<file path="src/rtl/htok_pkg.sv">
`timescale 1ns / 1ps

package htok_pkg;

	typedef enum logic [2:0] {
		PH_METHOD  = 3'd0,
		PH_URI     = 3'd1,
		PH_VERSION = 3'd2,
		PH_HNAME   = 3'd3,
		PH_HSKIP   = 3'd4,
		PH_HVALUE  = 3'd5,
		PH_DONE    = 3'd6
	} phase_t;

	localparam logic [2:0] KIND_METHOD  = 3'd0;
	localparam logic [2:0] KIND_URI     = 3'd1;
	localparam logic [2:0] KIND_VERSION = 3'd2;
	localparam logic [2:0] KIND_HNAME   = 3'd3;
	localparam logic [2:0] KIND_HVALUE  = 3'd4;
	localparam logic [2:0] KIND_EOH     = 3'd5;

	localparam logic [1:0] ST_OK          = 2'd0;
	localparam logic [1:0] ST_BAD_VERSION = 2'd1;
	localparam logic [1:0] ST_MALFORMED   = 2'd2;

	localparam logic [7:0] CH_CR    = 8'h0d;
	localparam logic [7:0] CH_LF    = 8'h0a;
	localparam logic [7:0] CH_SP    = 8'h20;
	localparam logic [7:0] CH_COLON = 8'h3a;

	localparam logic [3:0] VER_MINOR_IDX = 4'd7;
	localparam logic [3:0] VER_LEN       = 4'd8;
	localparam logic [3:0] VER_IDX_MAX   = 4'd15;

	typedef struct packed {
		logic [7:0] in_byte;
		logic       start_flag;
		logic       end_flag;
	} in_item_t;

	typedef struct packed {
		logic [7:0] out_byte;
		logic       has_byte;
		logic [2:0] field_kind;
		logic       field_last;
		logic [1:0] status;
	} out_item_t;

	typedef struct packed {
		phase_t     phase;
		logic [3:0] vidx;
		logic [1:0] vmatch;
		logic       held_cr;
		logic       line_empty;
	} state_t;

	localparam state_t STATE_RESET = '{
		phase:      PH_METHOD,
		vidx:       4'd0,
		vmatch:     2'b11,
		held_cr:    1'b0,
		line_empty: 1'b0
	};

	typedef struct packed {
		state_t    st;
		logic      emit;
		out_item_t res;
	} step_t;

	// up to two results of one input byte, packed from the front
	typedef struct packed {
		logic [1:0] cnt;
		out_item_t  r0;
		out_item_t  r1;
	} res_pair_t;

	// "HTTP/1." prefix
	function automatic logic [7:0] ver_char(input logic [2:0] idx);
		logic [7:0] ch;
		unique case (idx)
			3'd0:    ch = 8'h48;
			3'd1:    ch = 8'h54;
			3'd2:    ch = 8'h54;
			3'd3:    ch = 8'h50;
			3'd4:    ch = 8'h2f;
			3'd5:    ch = 8'h31;
			3'd6:    ch = 8'h2e;
			default: ch = 8'h00;
		endcase
		return ch;
	endfunction

	function automatic out_item_t mk_byte(input logic [7:0] b, input logic [2:0] kind);
		out_item_t r;
		r.out_byte   = b;
		r.has_byte   = 1'b1;
		r.field_kind = kind;
		r.field_last = 1'b0;
		r.status     = ST_OK;
		return r;
	endfunction

	function automatic out_item_t mk_mark(input logic [2:0] kind, input logic [1:0] st);
		out_item_t r;
		r.out_byte   = 8'h00;
		r.has_byte   = 1'b0;
		r.field_kind = kind;
		r.field_last = 1'b1;
		r.status     = st;
		return r;
	endfunction

	function automatic logic [2:0] line_kind(input phase_t ph);
		return (ph == PH_METHOD) ? KIND_METHOD : KIND_URI;
	endfunction

	function automatic step_t end_version(input state_t s);
		step_t o;
		logic  ok;
		o      = '{st: s, emit: 1'b1, res: '0};
		ok     = (s.vidx == VER_LEN) && (s.vmatch != 2'b00);
		o.res  = mk_mark(KIND_VERSION, ok ? ST_OK : ST_BAD_VERSION);
		if (ok) begin
			o.st.phase      = PH_HNAME;
			o.st.line_empty = 1'b1;
		end else begin
			o.st.phase = PH_DONE;
		end
		return o;
	endfunction

	function automatic step_t feed(input state_t s, input logic [7:0] c, input logic crb);
		step_t o;
		o = '{st: s, emit: 1'b0, res: '0};
		unique case (s.phase)
			PH_METHOD, PH_URI: begin
				o.emit = 1'b1;
				if (c == CH_SP) begin
					o.res      = mk_mark(line_kind(s.phase), ST_OK);
					o.st.phase = (s.phase == PH_METHOD) ? PH_URI : PH_VERSION;
				end else if (c == CH_LF) begin
					o.res      = mk_mark(line_kind(s.phase), ST_BAD_VERSION);
					o.st.phase = PH_DONE;
				end else begin
					o.res = mk_byte(c, line_kind(s.phase));
				end
			end
			PH_VERSION: begin
				if (c == CH_LF) begin
					o = end_version(s);
				end else begin
					if (s.vidx < VER_MINOR_IDX) begin
						if (c != ver_char(s.vidx[2:0]))
							o.st.vmatch = 2'b00;
					end else if (s.vidx == VER_MINOR_IDX) begin
						o.st.vmatch = s.vmatch & {c == 8'h31, c == 8'h30};
					end else begin
						o.st.vmatch = 2'b00;
					end
					if (s.vidx < VER_IDX_MAX)
						o.st.vidx = s.vidx + 4'd1;
					o.emit = 1'b1;
					o.res  = mk_byte(c, KIND_VERSION);
				end
			end
			PH_HNAME: begin
				o.emit = 1'b1;
				if (c == CH_LF) begin
					if (s.line_empty && crb) begin
						o.res      = mk_mark(KIND_EOH, ST_OK);
						o.st.phase = PH_DONE;
					end else begin
						o.res           = mk_mark(KIND_HNAME, ST_MALFORMED);
						o.st.line_empty = 1'b1;
					end
				end else if (c == CH_COLON) begin
					o.res           = mk_mark(KIND_HNAME, ST_OK);
					o.st.phase      = PH_HSKIP;
					o.st.line_empty = 1'b0;
				end else begin
					o.res = mk_byte((c >= 8'h41 && c <= 8'h5a) ? (c | 8'h20) : c,
						KIND_HNAME);
					o.st.line_empty = 1'b0;
				end
			end
			PH_HSKIP, PH_HVALUE: begin
				if (c == CH_LF) begin
					o.emit          = 1'b1;
					o.res           = mk_mark(KIND_HVALUE, ST_OK);
					o.st.phase      = PH_HNAME;
					o.st.line_empty = 1'b1;
				end else if (s.phase == PH_HSKIP) begin
					o.st.phase = PH_HVALUE;
				end else begin
					o.emit = 1'b1;
					o.res  = mk_byte(c, KIND_HVALUE);
				end
			end
			default: ;
		endcase
		return o;
	endfunction

	function automatic step_t close_end(input state_t s);
		step_t o;
		o = '{st: s, emit: 1'b0, res: '0};
		unique case (s.phase)
			PH_METHOD, PH_URI: begin
				o.emit = 1'b1;
				o.res  = mk_mark(line_kind(s.phase), ST_BAD_VERSION);
			end
			PH_VERSION: o = end_version(s);
			PH_HNAME: begin
				o.emit = 1'b1;
				o.res  = s.line_empty ? mk_mark(KIND_EOH, ST_OK)
					: mk_mark(KIND_HNAME, ST_MALFORMED);
			end
			PH_HSKIP, PH_HVALUE: begin
				o.emit = 1'b1;
				o.res  = mk_mark(KIND_HVALUE, ST_OK);
			end
			default: ;
		endcase
		o.st.phase = PH_DONE;
		return o;
	endfunction

endpackage

</file>
<file path="src/rtl/http_request_header_tokenizer.sv">
`timescale 1ns / 1ps

// Takes one request byte per cycle while not stalled and returns tagged field
// bytes and field-end markers. A byte is registered on transfer and parsed from
// that register into a two-entry result buffer. Most bytes give at most one
// result and stream at one byte per cycle while the output is ready; a byte that
// gives two results (a field byte after a lone CR, or a last byte that also
// closes the open field) holds the input while the result buffer drains. Bytes
// that give no result still pass through the input register.
module http_request_header_tokenizer (
	input  logic                clk,
	input  logic                arst_n,
	input  logic                in_valid,
	output logic                in_ready,
	input  htok_pkg::in_item_t  in_item,
	output logic                out_valid,
	input  logic                out_ready,
	output htok_pkg::out_item_t out_item
);
	import htok_pkg::*;

	logic      valid_s1;
	in_item_t  item_s1;
	state_t    state_q;
	state_t    state_nxt;
	res_pair_t res;
	logic      can_load;
	logic      adv;

	assign adv      = valid_s1 && can_load;
	assign in_ready = !valid_s1 || adv;

	always_ff @(posedge clk or negedge arst_n) begin
		if (!arst_n) begin
			valid_s1 <= 1'b0;
			state_q  <= STATE_RESET;
		end else begin
			if (in_ready)
				valid_s1 <= in_valid;
			if (adv)
				state_q <= state_nxt;
		end
	end

	always_ff @(posedge clk) begin
		if (in_valid && in_ready)
			item_s1 <= in_item;
	end

	htok_core u_core (
		.state     (state_q),
		.item      (item_s1),
		.state_nxt (state_nxt),
		.res       (res)
	);

	htok_outbuf u_outbuf (
		.clk       (clk),
		.arst_n    (arst_n),
		.load      (adv),
		.res       (res),
		.can_load  (can_load),
		.out_valid (out_valid),
		.out_ready (out_ready),
		.out_item  (out_item)
	);

endmodule

</file>
<file path="src/rtl/htok_core.sv">
`timescale 1ns / 1ps

module htok_core (
	input  htok_pkg::state_t    state,
	input  htok_pkg::in_item_t  item,
	output htok_pkg::state_t    state_nxt,
	output htok_pkg::res_pair_t res
);
	import htok_pkg::*;

	state_t     s0;
	logic       cr;
	logic       is_cr;
	logic       is_lf;
	logic       en0;
	logic [7:0] ch0;
	logic       crb0;
	logic       sec_feed;
	logic       sec_close;
	logic       held_nxt;
	step_t      fa;
	step_t      fb;

	always_comb begin
		s0         = item.start_flag ? STATE_RESET : state;
		cr         = s0.held_cr;
		s0.held_cr = 1'b0;
		is_cr      = (item.in_byte == CH_CR);
		is_lf      = (item.in_byte == CH_LF);
		en0        = cr;
		ch0        = CH_CR;
		crb0       = 1'b0;
		sec_feed   = 1'b0;
		sec_close  = 1'b0;
		held_nxt   = 1'b0;
		if (item.end_flag) begin
			en0       = 1'b1;
			ch0       = (is_cr || is_lf) ? CH_LF : item.in_byte;
			crb0      = (is_cr || is_lf) && (cr || is_cr);
			sec_close = 1'b1;
		end else if (is_cr) begin
			held_nxt = 1'b1;
		end else if (is_lf) begin
			en0  = 1'b1;
			ch0  = CH_LF;
			crb0 = cr;
		end else begin
			sec_feed = 1'b1;
		end
	end

	always_comb begin
		fa = en0 ? feed(s0, ch0, crb0) : '{st: s0, emit: 1'b0, res: '0};
		if (sec_close)
			fb = close_end(fa.st);
		else if (sec_feed)
			fb = feed(fa.st, item.in_byte, 1'b0);
		else
			fb = '{st: fa.st, emit: 1'b0, res: '0};
	end

	always_comb begin
		state_nxt         = fb.st;
		state_nxt.held_cr = held_nxt;
		res.cnt           = {1'b0, fa.emit} + {1'b0, fb.emit};
		res.r0            = fa.emit ? fa.res : fb.res;
		res.r1            = fb.res;
	end

endmodule

</file>
<file path="src/rtl/htok_outbuf.sv">
`timescale 1ns / 1ps

module htok_outbuf (
	input  logic                clk,
	input  logic                arst_n,
	input  logic                load,
	input  htok_pkg::res_pair_t res,
	output logic                can_load,
	output logic                out_valid,
	input  logic                out_ready,
	output htok_pkg::out_item_t out_item
);
	import htok_pkg::*;

	logic [1:0] cnt_q;
	out_item_t  head_q;
	out_item_t  tail_q;
	logic       pop;

	assign out_valid = (cnt_q != 2'd0);
	assign out_item  = head_q;
	assign pop       = out_valid && out_ready;
	assign can_load  = (cnt_q == 2'd0) || ((cnt_q == 2'd1) && out_ready);

	always_ff @(posedge clk or negedge arst_n) begin
		if (!arst_n) begin
			cnt_q <= 2'd0;
		end else if (load) begin
			cnt_q <= res.cnt;
		end else if (pop) begin
			cnt_q <= cnt_q - 2'd1;
		end
	end

	always_ff @(posedge clk) begin
		if (load) begin
			head_q <= res.r0;
			tail_q <= res.r1;
		end else if (pop) begin
			head_q <= tail_q;
		end
	end

endmodule

</file>
<file path="config.mk">
export PLATFORM = sky130hd
export DESIGN_NAME = http_request_header_tokenizer
export DESIGN_NICKNAME = d
export VERILOG_FILES = /design/src/rtl/htok_pkg.sv /design/src/rtl/http_request_header_tokenizer.sv /design/src/rtl/htok_core.sv /design/src/rtl/htok_outbuf.sv
export SDC_FILE = /design/constraint.sdc
export NUM_CORES = 1
export LEC_CHECK = 0
export BUFFER_PORTS_ARGS = -buffer_cell sky130_fd_sc_hd__buf_2
export CAP_MARGIN = 5
export CORE_UTILIZATION = 47
export CTS_BUF_LIST = sky130_fd_sc_hd__clkbuf_8
export CTS_CLUSTER_DIAMETER = 60
export CTS_CLUSTER_SIZE = 28
export DETAILED_ROUTE_END_ITERATION = 16
export GPL_ROUTABILITY_DRIVEN = 0
export PLACE_DENSITY = 0.78
export SYNTH_ARGS = -nofsm -noshare
export SYNTH_HDL_FRONTEND = slang
export SYNTH_SLANG_ARGS = --single-unit
</file>
<file path="constraint.sdc">
create_clock -name clk -period 3.6 [get_ports clk]
set_input_delay 0.36 -clock clk [delete_from_list [all_inputs] [get_ports clk]]
set_output_delay 0.36 -clock clk [all_outputs]
set_load 0.01 [all_outputs]
</file>
==> qor.csv <==
metric;value;unit
DR WL/cell;19.9;um
Pleak;1.81;nW
initial antenna violation count;0;
delay-heaviest family, CP;simple AND/OR/NAND/NOR gates;
share of the core filled with cells;55.7;%
synth top area cells;edfxtp_1 28%, dfrtp_1 7.0%, nand2_1 4.4%;
CP endpoint kind;flip-flop;
Core Region;8810;um^2
port bufs;30;
post-route ant nets;0;
Area after DPL;4710;um^2
nets@finish;560;
Synth Cell Area;4300;um^2
Clock transition at path regs;0.11;ns
critical path launch point type;flip-flop;
TritonCTS Buffers;5;
Syn-to-layout area delta;14.0;%
die width;97.7;um
Main synth FF type;edfxtp_1;
GRT Util Overall;26.9;%
failing checks;DRC;
Starting Density;48.9;%
Post-Syn Instances;491;
fin. max-slew vios;0;
Max Fanout on Critical Path;11;
Post-synth ARST share;25.9;%
CP arrival;3.79;ns
# fillers;735;
htree depth;2;
Reg2Reg Depth;10;
area leader, netlist;edfxtp_1;
Row Count;34;
remaining routing DRC violations;4;
crit share post-route;98.7;%
status;finished with violations;
Final Setup Violations;0;
Post-synth EDFFs;40;
sequential cell area fraction in the yosys report;36.1;%
Yosys warning count;0;
MaxCap Viol Count;0;
PwrDens;714;nW/um^2
clk_lat worst skew;0.33;ns
Setup CP Type;reg -> reg;
vias in the first global route;4031;
CP Capture Point;state_q[2]$_DFFE_PN1P_;
Worst path slowest cell;edfxtp_1;
Ports;31;
Critical R2R Capture;state_q[2]$_DFFE_PN1P_;
CP Data Required Time;3.84;ns
FF+latch count, synth;54;
Routed WL;12900;um
RSZ-0062 raised after global routing;yes;
TritonCTS clock tree;yes;
Peak supply drop;0.000440;V
Synth Net Count;512;
Max clock buf depth;2;
Diodes inserted;0;
min Tclk post-route;3.55;ns
Cell variety after synth;89;
post-route cell area;4900;um^2
1st-pass router iterations;14;
Final Hold Viols;0;
top-area cell type share of the netlist area;27.9;%
hpwl dp;9300;um
headroom to the max-slew limit;51.6;%
Crit. path cell count;10;
reg-to-reg setup timing slack;0.05;ns
crit path from;item_s1[2]$_DFFE_PP_;
first-pass GRT wire length;20600;um
Sink Count;54;
DIE AREA;9540;um^2
Mean Syn Cell Area;8.76;um^2
Initial DRC Count;979;
RR Startpoint;item_s1[2]$_DFFE_PP_;
share of layout cells above drive strength 1;20.7;%
gr ovfl total;0;
Tightest Pin Transition;0.716;ns
largest net degree at the start of global routing;31;
critical path, cell by cell;buf_4 -> buf_4 -> nor3b_2 -> o211ai_2 -> a31oi_2 -> or2_2 -> nor3_1 -> or4_1 -> or4_1 -> a31oi_1;
Via density;6.89;
worst path bufs/invs;2;
root buffer cell;clkbuf_8;
Worst Clk Skew;0.0139;ns
fmax;281;MHz
die height;97.7;um
Vias;4465;
hold crit path type;in -> reg;
max incr delay on CP;0.54;ns
==> final cells by class <==
type | instances | area [um^2] | share of cell area, %
clock buffers | 5 | 68.8 | 1.40
inverters | 15 | 56.3 | 1.15
well taps | 108 | 135 | 2.76
repair buffers | 74 | 483 | 9.85
flip-flops and latches | 54 | 1550 | 31.7
clock inverters | 3 | 48.8 | 0.995
multi-input cells | 389 | 2560 | 52.2
==> cells by family (layout without fill, tap and decap cells) <==
| logic type | count (synthesis) | in the layout | share of synthesized area, % |
|---|---|---|---|
| compound gates | 164 | 164 | 27.2 |
| xor+xnor | 5 | 5 | 1.45 |
| fa+ha+maj | 7 | 7 | 2.04 |
| buf+inv | 48 | 97 | 4.83 |
| flops | 54 | 54 | 36.1 |
| mux | 7 | 7 | 1.74 |
| simple gates | 206 | 206 | 26.7 |
==> cells in the final DEF (no fill, tap or decap), types with 3 or more instances in the layout <==
master,netlist,routed
a211oi_1,8,8
a21oi_1,34,34
a221oi_1,4,4
a22oi_1,4,4
a311oi_1,3,3
a31oi_1,13,13
a32oi_1,3,3
and2_1,10,10
and3_1,3,3
buf_2,1,30
buf_4,1,43
clkbuf_8,0,5
dfrtp_1,12,12
edfxtp_1,40,40
ha_1,7,7
inv_1,14,14
mux2_2,4,4
mux2i_1,3,3
nand2_1,51,51
nand2b_1,15,15
nand3_1,11,11
nand4_1,3,3
nand4bb_1,3,3
nor2_1,41,41
nor2b_1,7,7
nor3_1,18,18
nor3b_1,4,4
nor4_1,5,5
nor4b_1,5,5
o211ai_1,5,5
o21a_1,4,4
o21ai_0,21,21
o21ai_1,6,6
o21bai_1,7,7
o22ai_1,5,5
o31ai_1,8,7
o41ai_1,5,5
or2_2,4,4
or4_1,3,3
xnor2_1,3,3
==> Yosys cell counts (4+ instances only) <==
master and count:
clkbuf_1 27, o22ai_1 5, nand3_1 11, a211oi_1 8
o21bai_1 7, nor2_1 41, o21ai_0 21, a221oi_1 4
a21oi_1 34, nor2b_1 7, edfxtp_1 40, nor3_1 18
o21a_1 4, a22oi_1 4, o31ai_1 8, nand2_1 51
ha_1 7, or2_2 4, nand2b_1 15, nor4_1 5
nor4b_1 5, and2_1 10, inv_1 14, a31oi_1 13
o211ai_1 5, mux2_2 4, dfrtp_1 12, o41ai_1 5
o21ai_1 6, nor3b_1 4
==> how the worst min path moves through the flow <==
stage	start	endpoint	cells past startpoint
2_1_floorplan	arst_n	state_q[0]$_DFFE_PN0P_	0
3_3_place_gp	arst_n	u_outbuf.cnt_q[1]$_DFFE_PN0P_	1
3_5_place_dp	arst_n	state_q[0]$_DFFE_PN0P_	1
4_1_cts	in_item[6]	item_s1[6]$_DFFE_PP_	1
5_1_grt	in_item[2]	item_s1[2]$_DFFE_PP_	1
6_report	in_item[2]	item_s1[2]$_DFFE_PP_	1
==> state kept, by name, summed over array words and instances (netlist names) <==
signal	flops
valid_s1	1
u_outbuf.tail_q	15
state_q	11
u_outbuf.cnt_q	2
u_outbuf.out_item	15
item_s1	10
==> report_power, final <==
group          internal [W]  switching (W)
registers           0.00100       0.000132
clock network      0.000213       0.000238
logic              0.000716        0.00120
==> stage by stage <==
step | setup slack (ns) | TNS, ns | instances | power (W) | hold WS (ns)
floorplan | 0.217 | 0 | 491 | 0.00240 | 0.0644
global placement | 0.148 | 0 | 633 | 0.00292 | 0.310
detailed placement | 0.214 | 0 | 633 | 0.00296 | 0.308
CTS | 0.135 | 0 | 642 | 0.00341 | 0.206
global route | -0.0403 | -0.0537 | 648 | 0.00370 | 0.202
finish | 0.0454 | 0 | 648 | 0.00350 | 0.207
==> what timing repair did <==
| item | 4_1_cts | 5_1_grt |
|---|---|---|
| gates resized for setup | 0 | 3 |
| buffers inserted | 0 | 6 |
| setup endpoints to repair | 0 | 9 |
| hold endpoints to repair | 12 | 0 |
| hold buffers | 1 | 0 |
==> metal layers <==
layer / vias up / track usage (%) / wire length, um
met4: 0 / 11.9 / 677
met5: - / 0 / 0
li1: 1975 / - / -
met3: 82 / 5.32 / 1500
met1: 2038 / 36.6 / 5170
met2: 370 / 41.4 / 5560
Power figures use the tool's default switching activity.
